$ cat src/skvt_ram.sv
// ----------------------------------------------------------------------------
// skvt_ram
// Generic simple dual-port RAM, one write and one registered read port.
// ----------------------------------------------------------------------------
module skvt_ram #(
    parameter int Width = 8,
    parameter int Depth = 16,
    localparam int AddrW = (Depth > 1) ? $clog2(Depth) : 1
) (
    input  logic             i_clk,
    input  logic             i_we,
    input  logic [AddrW-1:0] i_waddr,
    input  logic [Width-1:0] i_wdata,
    input  logic [AddrW-1:0] i_raddr,
    output logic [Width-1:0] o_rdata
);

    logic [Width-1:0] r_mem [Depth];
    logic [Width-1:0] r_rdata;

    always_ff @(posedge i_clk) begin
        if (i_we) begin
            r_mem[i_waddr] <= i_wdata;
        end
        r_rdata <= r_mem[i_raddr];
    end

    assign o_rdata = r_rdata;

endmodule

$ cat config.mk
export PLATFORM = sky130hd
export DESIGN_NAME = skvt_ram
export DESIGN_NICKNAME = d
export VERILOG_FILES = /design/src/skvt_ram.sv
export SDC_FILE = /design/constraint.sdc
export NUM_CORES = 1
export LEC_CHECK = 0
export ABC_AREA = 0
export BUFFER_PORTS_ARGS = -buffer_cell sky130_fd_sc_hd__buf_2
export CORE_MARGIN = 4
export CORE_UTILIZATION = 40
export DETAILED_ROUTE_END_ITERATION = 6
export GPL_ROUTABILITY_DRIVEN = 0
export HOLD_SLACK_MARGIN = 0.08
export PLACE_DENSITY_LB_ADDON = 0.12
export SKIP_LAST_GASP = 1
export SLEW_MARGIN = 20
export SYNTH_ARGS = -nofsm -noshare
export SYNTH_HDL_FRONTEND = slang
export SYNTH_SLANG_ARGS = --single-unit
$ cat constraint.sdc
create_clock -name i_clk -period 4.5 [get_ports i_clk]
set_input_delay 0.225 -clock i_clk [delete_from_list [all_inputs] [get_ports i_clk]]
set_output_delay 0.225 -clock i_clk [all_outputs]
set_load 0.02 [all_outputs]
Word-level counts from Yosys, hierarchy flattened
Memory sizes are Yosys's and may differ from the RTL's. A register that Yosys moved wholly into a read port is not among the register bits.
Cells that the tools add are included.
Widths: inputs -> output; s select.
{ "totals": {"regBits": 0, "ram_bits": 128, "inputBits": 18, "out_inout_bits": 8, "wordCells": 3, "mem_count": 1} }
{ "mem_list": {"columns": ["memory", "depth", "width", "read_ports", "rd_ports_with_merged_regs", "write_ports", "line_no", "source"], "rows": [
  ["r_mem", 16, 8, 1, 1, 1, "18", "logic [Width-1:0] r_mem [Depth];"]
]} }
{ "op_classes": {"n_mux": 2} }
{ "op_table": {"columns": ["cell", "n"], "rows": [
  ["$mux 1", 2]
]} }

Longest topological paths before layout
Gate-level depths: netlist (run 1).
{ "depth": {"ltp_word": 2, "mapped_depth": 5} }

Least setup slack after synthesis (run 1)
Ideal clock, no wire load.
{ "synth_path": {"path_kind": "input -> register", "startpoint": "input port i_waddr[2]", "endpoint": "memory r_mem[0][0] (enable)", "t_arrival_ns": 1.335, "required_ns": 4.117, "slack_ns": 2.782, "stages": 2, "path_cell_list": "or3b_2 nor3_1"} }
{ "synth_rtl": {"columns": ["element", "line_no", "source"], "rows": [
  ["start: declaration", "12", "input logic [AddrW-1:0] i_waddr,"],
  ["end: declaration", "18", null]
]} }
No word-level cell before the write port.

==> impl_results.md, run 1 <==
- H-tree depth: 4
- Clk_skew: 5.76 ps
- Final Max Tran Viols: 0
- Total global-route track usage: 15.6%
- DRT Wirelength: 10400 um
- Fillcell total: 1064
- Drt first pass iters: 4
- TNS Setup: 0 ps
- Power per Cell Area: 475 nW/um2
- Critical path arrival: 2130 ps
- Hold Vio Cnt, Final: 0
- Peak VDD IR: 328 uV
- Antenna viol nets, final: 0
- Diodes inserted: 0
- Initial antenna violation count: 0
- WP data required: 4790 ps
- Crit path cell chain: buf_2, buf_4, mux4_1, a22oi_1, nand2_1
- CP endpoint kind: flip-flop
- # nets final: 284
- I/O pin cnt: 26
- Post-CTS Setup Inserts: 0
- Core area: 12600 um2
- Final min period: 1840 ps
- Post-Syn Area: 5150 um2
- Clock insertion delay at the later pin of the skew report: 410 ps
- Clk network pwr share: 45.0%
- Slew headroom: 33.1%
- GRT Residual Overflow: 0
- Die height: 121 um
- DRC Markers: 0
- Max clock buf depth: 2
- Top delay family on crit path: buffers and inverters
- Cell with the largest stage delay on the worst path: mux4_1
- First DRT Iteration DRCs: 278
- Sink Count: 136
- Period Utilization, post-route: 40.9%
- Net switching power: 0.572 mW
- Vias: 2379
- R2R Setup Slk: 3040 ps
- Synth unique cells: 19
- Sequential share of the synthesized area: 77.8%
- Synth warnings: 0
- Share of layout cells above drive strength 1: 27.2%
- Vias in the first global route: 2441
- Initial Utilization: 40.8%
- Syn_nets: 247
- CP Buf/Inv Count: 2
- CTS root buffer: clkbuf_16
- Switching Fraction: 20.1%
- Share of power burned in registers: 50.2%
- DR WL/cell: 23.1 um
- WHS: 205 ps
- CP max stage delay: 580 ps
- Die Footprint: 14700 um2
- Vias per inst: 5.27
- Worst Path Max Fanout: 22
- Max Cap Viol: 0
- Leakage: 1.99 nW
- Inst Count DP: 419
- Area grow syn2layout: 16.1%
- Hold Path Class: primary input to flip-flop
- Largest net degree at the start of global routing: 33
- Die Span X: 121 um
- Row count: 41
- First-pass GRT wire length: 15800 um
- Critical Path Start Type: primary input
- Avg Cell Area, Syn: 22.5 um2
- Flop and latch count out of synthesis: 136
- Post-DP HPWL: 6370 um
- Internal power: 2.27 mW
- TritonCTS buffer count: 17
- Status: completed
- Combinational fraction of design power: 4.8%
- Post-synthesis instance total: 229
- Port buffer count: 25
- Fmax achieved: 543 MHz
- Clk slew on worst S/H paths: 50 ps
- Final setup violation count: 0
- CTS tree: built
- Post-cts gate resize count: 0
- RSZ-0062 raised after global routing: false
- Least-Margin Pin Slew: 999 ps
- Hold_buf cts: 0
- Critical path type: primary input to flip-flop
- Final std cells w/o fill: 451
cells in the final DEF (no fill, tap or decap), types with 3 or more instances in the layout:
cell type | Yosys | final
edfxtp_1 | 128 | 128
buf_4 | 1 | 3
a22oi_1 | 16 | 16
nor2_1 | 13 | 13
mux4_1 | 14 | 14
clkinv_1 | 0 | 3
dfxtp_1 | 8 | 8
clkbuf_16 | 0 | 17
mux4_2 | 18 | 18
nand2_1 | 9 | 9
buf_2 | 3 | 25
clkinv_2 | 0 | 8
final timing paths:
kind	start	end	cells past startpoint
setup / recovery	i_raddr[0]	o_rdata[5]	5
hold / removal	i_wdata[3]	r_mem[10][3]	1
setup reg to reg	r_mem[3][4]	o_rdata[4]	3
hold reg to reg	r_mem[15][2]	o_rdata[2]	3
per-stage QoR:
stage          cell area, um2  setup slack, ps  utilization, %  power [mW]
2_1_floorplan            5150             2780               -        1.53
3_3_place_gp             5430             2180            43.0        1.59
3_5_place_dp             5430             2190            43.1        1.59
4_1_cts                  5980             2630            47.4        2.87
5_1_grt                  5980             2540            47.4        2.95
6_report                 5980             2660            47.4        2.84
layer usage:
metal  track usage [%]  routed length, um  up-vias
met2              21.9               4830       75
met1              22.7               4860     1247
met4              6.09                116        0
li1                  -                  -     1044
met5                 0                  0        -
met3              5.13                594       13
area by class of cell:
| cell class | count | area [um2] | area share (%) |
|---|---|---|---|
| clock buffers | 19 | 433 | 7.24 |
| well taps | 172 | 215 | 3.60 |
| clock inverters | 13 | 111 | 1.86 |
| multi-input cells | 83 | 1070 | 17.9 |
| flip-flops and latches | 136 | 4000 | 67.0 |
| repair buffers | 28 | 148 | 2.47 |
Yosys cell counts (all sizes together):
cell type | n | area share, %
and2b | 1 | 0.15
edfxtp | 128 | 75
a22oi | 16 | 2.3
and2 | 1 | 0.12
nand3b | 2 | 0.29
nand3 | 1 | 0.097
buf | 7 | 1.1
mux4 | 32 | 15
nor2b | 1 | 0.12
nand2 | 9 | 0.66
dfxtp | 8 | 3.1
nor3 | 4 | 0.39
nand2b | 2 | 0.24
or3b | 1 | 0.17
clkdlybuf4s25 | 3 | 0.58
nor2 | 13 | 0.95
cells by family after synthesis:
family | Yosys count | share of synthesized area [%]
AOI/OAI and AO/OA | 16 | 2.33
buffers and inverters | 10 | 1.68
DFF | 136 | 77.8
muxes | 32 | 15.0
and+or+nand+nor | 35 | 3.18
registers in the layout, indices dropped and copies added, names as in the netlist:
register,cells
o_rdata,8
r_mem,128
power groups by stage:
| stage | Combinational [mW] | Sequential, mW | Clock (mW) |
|---|---|---|---|
| floorplan | 0.0719 | 1.46 | 0 |
| global placement | 0.137 | 1.45 | 0 |
| detailed placement | 0.138 | 1.45 | 0 |
| CTS | 0.138 | 1.42 | 1.31 |
| global route | 0.148 | 1.43 | 1.37 |
| finish | 0.136 | 1.42 | 1.28 |
No activity file was read; power rests on OpenSTA's default activity.
==> run 2, diff against run 1 <==
Clock period 4.5 ns to 1.8 ns, I/O delays scaled along.
==> impl_results.md, run 2 (synthesis gave the netlist of run 1 again) <==
- Critical path arrival: 1680 ps (was 2130 ps)
- Fmax achieved: 722 MHz
- WP data required: 2090 ps (was 4790 ps)
- I/O pin cnt: 26 (unchanged)
- GR peak layer: met2 (was met1)
- Fillcell total: 1071 (was 1064)
- Status: completed (unchanged)
- TNS Setup: 0 ps (unchanged)
- Clk_skew: 5.83 ps (was 5.76 ps)
- Vias per inst: 5.01 (was 5.27)
- TritonCTS buffer count: 17 (unchanged)
- Sink Count: 136 (unchanged)
- Largest Register: r_mem (unchanged)
- Critical path type: flip-flop to flip-flop (was primary input to flip-flop)
- Vias in the first global route: 2547 (was 2441)
- Final min period: 1380 ps
- Diodes inserted: 0 (unchanged)
- Max clock buf depth: 2 (unchanged)
- Power per Cell Area: 1140 nW/um2 (was 475 nW/um2)
- Die Footprint: 14700 um2 (unchanged)
- Clock insertion delay at the later pin of the skew report: 410 ps (about the same)
- DRC Markers: 0 (unchanged)
- # nets final: 311 (was 284)
- WHS: 91.5 ps (was 205 ps)
- Final setup violation count: 0 (unchanged)
- Final std cells w/o fill: 478 (was 451)
- Peak VDD IR: 487 uV (was 328 uV)
- Antenna viol nets, final: 0 (unchanged)
- Inst Count DP: 439 (was 419)
- Leakage: 2.13 nW (was 1.99 nW)
- Row count: 41 (unchanged)
- CTS root buffer: clkbuf_16 (unchanged)
- Largest net degree at the start of global routing: 25 (was 33)
- Die Span X: 121 um (unchanged)
- Hold Vio Cnt, Final: 0 (unchanged)
- Least-Margin Pin Slew: 426 ps (was 999 ps)
- Total global-route track usage: 15.3% (was 15.6%)
- Area grow syn2layout: 21.1% (was 16.1%)
- Clk slew on worst S/H paths: 50 ps (about the same)
- Most frequent cells in the layout: edfxtp_1, buf_2, buf_4 (was edfxtp_1, buf_2, mux4_2)
- Vias: 2395 (was 2379)
- Hold Path Class: primary input to flip-flop (unchanged)
- Port buffer count: 25 (unchanged)
- Commonest non-fill, non-tap cell in the layout: edfxtp_1 (unchanged)
- Initial antenna violation count: 0 (unchanged)
- Final Core Density: 49.4% (was 47.4%)
- Die height: 121 um (unchanged)
- Post-CTS Setup Inserts: 0 (unchanged)
- First DRT Iteration DRCs: 191 (was 278)
- Core area: 12600 um2 (unchanged)
- Critical Path Start Type: flip-flop (was primary input)
- GRT Residual Overflow: 0 (unchanged)
- Max Cap Viol: 0 (unchanged)
- CP endpoint kind: flip-flop (unchanged)
- Worst Path Max Fanout: 1 (was 22)
- H-tree depth: 4 (unchanged)
- Grt met1 use: 21.1% (was 22.7%)
- Period Utilization, post-route: 76.9%
- Pwr Total: 7.11 mW (was 2.84 mW)
- M3 GR Usage: 4.20% (was 5.13%)
- First-pass GRT wire length: 15600 um (was 15800 um)
- Drt first pass iters: 4 (unchanged)
- Initial Utilization: 40.8% (unchanged)
- Share of layout cells above drive strength 1: 29.7% (was 27.2%)
- Slew headroom: 71.6% (was 33.1%)
- Max FFs per register: 128 (unchanged)
- CTS tree: built (unchanged)
- Post-DP HPWL: 6540 um (was 6370 um)
- DRT Wirelength: 10100 um (was 10400 um)
- DR WL/cell: 21.0 um (was 23.1 um)
- Final Max Tran Viols: 0 (unchanged)
- Grt met2 use: 23.0% (was 21.9%)
- RSZ-0062 raised after global routing: false (unchanged)
-- run 2: cell type report --
class	instances	area, um2	share of cell area (%)
well taps	172	215	3.45
clock buffers	29	510	8.19
repair buffers	55	405	6.50
flip-flops and latches	136	4000	64.2
multi-input cells	83	1060	17.0
clock inverters	3	40.0	0.642
-- run 2: path summary, 6_finish.rpt --
| kind | start | end | slack, ps | cells after the start |
|---|---|---|---|---|
| min reg2reg | r_mem[11][2] | o_rdata[2] | 670 | 3 |
| max | r_mem[5][2] | o_rdata[2] | 420 | 3 |
| min | i_wdata[2] | r_mem[10][2] | 90 | 1 |
| max reg2reg | r_mem[5][2] | o_rdata[2] | 420 | 3 |
-- run 2: power breakdown --
group,total [mW],internal [mW],switching [mW],leakage (nW)
logic,0.371,0.159,0.211,0.635
registers,3.56,3.54,0.0182,1.22
clock network,3.18,2.04,1.14,0.270
total,7.11,5.75,1.37,2.13
-- run 2: routing by layer --
metal / wire, um / vias up / part of all wire (%)
met5: 0 / - / 0
met2: 4850 / 52 / 48
li1: - / 1105 / -
met3: 371 / 14 / 3.7
met1: 4660 / 1224 / 46
met4: 177 / 0 / 1.8
-- run 2: through the flow --
stage	setup slack (ps)	cell area (um2)
after global placement	282	5610
after floorplan	217	5150
after CTS	415	6230
after global routing	349	6230
after detailed placement	284	5610
final	415	6230
-- run 2: worst max-delay path, stage by stage, from the launching register on --
cell      delay, ps
edfxtp_1        360
mux4_1          550
a22oi_1         270
nand2_1          80
-- run 2: what timing repair did --
item | in CTS | in global routing
hold buffers | 7 | 0
hold endpoints to repair | 112 | 0
endpoints found under the setup margin | 0 | 0
resized for setup | 0 | 0
==> run 3, diff against run 2 <==
Clock period 1.8 ns to 1.3 ns, I/O delays scaled along.
==> impl_results.md, run 3 (synthesis gave the netlist of run 1 again) <==
- CP Buf/Inv Count: 0 (unchanged)
- Antenna viol nets, final: 0 (unchanged)
- Final min period: 1270 ps (was 1380 ps)
- DRT Wirelength: 10400 um (was 10100 um)
- Max Cap Viol: 0 (unchanged)
- CTS tree: built (unchanged)
- Final setup violation count: 0 (unchanged)
- CP Depth: 3 (unchanged)
- Vias: 2430 (was 2395)
- Die height: 121 um (unchanged)
- CP max stage delay: 520 ps (was 550 ps)
- Diodes inserted: 0 (unchanged)
- Switching Fraction: 19.5% (was 19.2%)
- Least-Margin Pin Slew: 847 ps (was 426 ps)
- RSZ-0062 raised after global routing: true (was false)
- Critical Path Start Type: flip-flop (unchanged)
- Core area: 12600 um2 (unchanged)
- Commonest non-fill, non-tap cell in the layout: edfxtp_1 (unchanged)
- Internal power: 8.08 mW (was 5.75 mW)
- Initial Utilization: 40.8% (unchanged)
- Worst setup path start: r_mem[9][3] (was r_mem[5][2])
- Share of layout cells above drive strength 1: 36.5% (was 29.7%)
- I/O pin cnt: 26 (unchanged)
- Pwr Total: 10.0 mW (was 7.11 mW)
- Final std cells w/o fill: 482 (was 478)
- Hold path depth: 3 (was 1)
- Status: completed (unchanged)
- Fillcell total: 1056 (was 1071)
- Reg-to-Reg Start: r_mem[9][3] (was r_mem[5][2])
- Max FFs per register: 128 (unchanged)
- Leakage: 2.15 nW (was 2.13 nW)
- Drt first pass iters: 4 (unchanged)
- Worst Path Max Fanout: 1 (unchanged)
- H-tree depth: 4 (unchanged)
- Vias per inst: 5.04 (was 5.01)
- Vias in the first global route: 2566 (was 2547)
- Die Span X: 121 um (unchanged)
- First-pass GRT wire length: 15800 um (was 15600 um)
- Sink Count: 136 (unchanged)
- Initial antenna violation count: 0 (unchanged)
- Critical path arrival: 1560 ps (was 1680 ps)
- Period Utilization, post-route: 97.9% (was 76.9%)
- Slew headroom: 43.3% (was 71.6%)
- DR WL/cell: 21.6 um (was 21.0 um)
- Port buffer count: 25 (unchanged)
- Hold wc startpoint: i_waddr[0] (was i_wdata[2])
- Top delay family on crit path: multiplexers (unchanged)
- Combinational fraction of design power: 5.4% (was 5.2%)
- Clk network pwr share: 45.4% (was 44.7%)
- Net switching power: 1.96 mW (was 1.37 mW)
- Critical path type: flip-flop to flip-flop (unchanged)
- Final Max Tran Viols: 0 (unchanged)
- Clk slew on worst S/H paths: 50 ps (about the same)
- Die Footprint: 14700 um2 (unchanged)
- Area grow syn2layout: 22.7% (was 21.1%)
- Power per Cell Area: 1590 nW/um2 (was 1140 nW/um2)
- Hold Path Class: primary input to flip-flop (unchanged)
- Post-DP HPWL: 6660 um (was 6540 um)
- Clk_skew: 6.70 ps (was 5.83 ps)
- Largest Register: r_mem (unchanged)
- CP endpoint kind: flip-flop (unchanged)
- Total global-route track usage: 15.4% (was 15.3%)
- WHS: 225 ps (was 91.5 ps)
- TritonCTS buffer count: 17 (unchanged)
- CTS root buffer: clkbuf_16 (unchanged)
- Share of power burned in registers: 49.2% (was 50.1%)
- Peak VDD IR: 723 uV (was 487 uV)
- # nets final: 315 (was 311)
- GRT Residual Overflow: 0 (unchanged)
- Sequential Area: 4000 um2 (unchanged)
- Largest net degree at the start of global routing: 22 (was 25)
- Fmax achieved: 786 MHz (was 722 MHz)
- Cell with the largest stage delay on the worst path: mux4_1 (unchanged)
- Inst Count DP: 442 (was 439)
- TNS Setup: 0 ps (unchanged)
- Multi-input gate area: 1080 um2 (was 1060 um2)
- First DRT Iteration DRCs: 129 (was 191)
- Clock insertion delay at the later pin of the skew report: 410 ps (about the same)
- Row count: 41 (unchanged)
- Most frequent cells in the layout: edfxtp_1, buf_2, mux4_2, buf_4, clkbuf_16 (was edfxtp_1, buf_2, buf_4)
- DRC Markers: 0 (unchanged)
- Max clock buf depth: 2 (unchanged)
- Post-CTS Setup Inserts: 0 (unchanged)
- Hold Vio Cnt, Final: 0 (unchanged)
- Crit path cell chain: mux4_1, a22oi_2, nand2_1 (was mux4_1, a22oi_1, nand2_1)
- Worst R2R Path Depth: 3 (unchanged)
- WP data required: 1590 ps (was 2090 ps)
-- run 3: final cells by class --
class                      instances  area share (%)
clock inverter                    11            1.63
sequential                       136            63.4
timing repair buffer              59            6.94
clock buffer                      21            7.45
tap                              172            3.41
multi-input combinational         83            17.2
-- run 3: per-stage QoR --
step                      worst slack [ps]  util (%)  area, um2
after global routing                 -48.0      50.0       6310
after CTS                            -26.4      50.0       6310
after floorplan                      -31.1         -       5150
after detailed placement              -229      44.7       5640
final                                 26.9      50.0       6310
after global placement                -220      44.7       5640
-- run 3: worst paths after layout --
path | to | slack, ps
hold / removal | r_mem[0][2] | 230
setup / recovery | o_rdata[3] | 30
setup reg to reg | o_rdata[3] | 30
hold reg to reg | o_rdata[0] | 680
-- run 3: power groups by stage --
| stage | Sequential, mW | Clock (mW) | Combinational [mW] |
|---|---|---|---|
| detailed placement | 5.03 | 0 | 0.519 |
| global route | 4.94 | 4.86 | 0.592 |
| CTS | 4.94 | 4.65 | 0.552 |
| finish | 4.94 | 4.55 | 0.543 |
| floorplan | 5.05 | 0 | 0.249 |
| global placement | 5.03 | 0 | 0.512 |
-- run 3: layer usage --
| layer | routed length (um) | track usage (%) | vias up |
|---|---|---|---|
| met1 | 4890 | 21.5 | 1268 |
| met4 | 146 | 5.88 | 0 |
| met5 | 0 | 0 | - |
| met3 | 362 | 4.43 | 11 |
| li1 | - | - | 1102 |
| met2 | 5000 | 23.0 | 49 |
-- run 3: timing repair --
item / in CTS / in global routing
endpoints found under the hold margin: 128 / 0
hold buffers: 8 / 0
endpoints found under the setup margin: 6 / 7
pin swaps: 1 / 6
resized for setup: 7 / 6
-- run 3: worst min-delay path, cell delays in order --
cell,delay (ps)
buf_2,150
nor3_2,60
buf_4,170
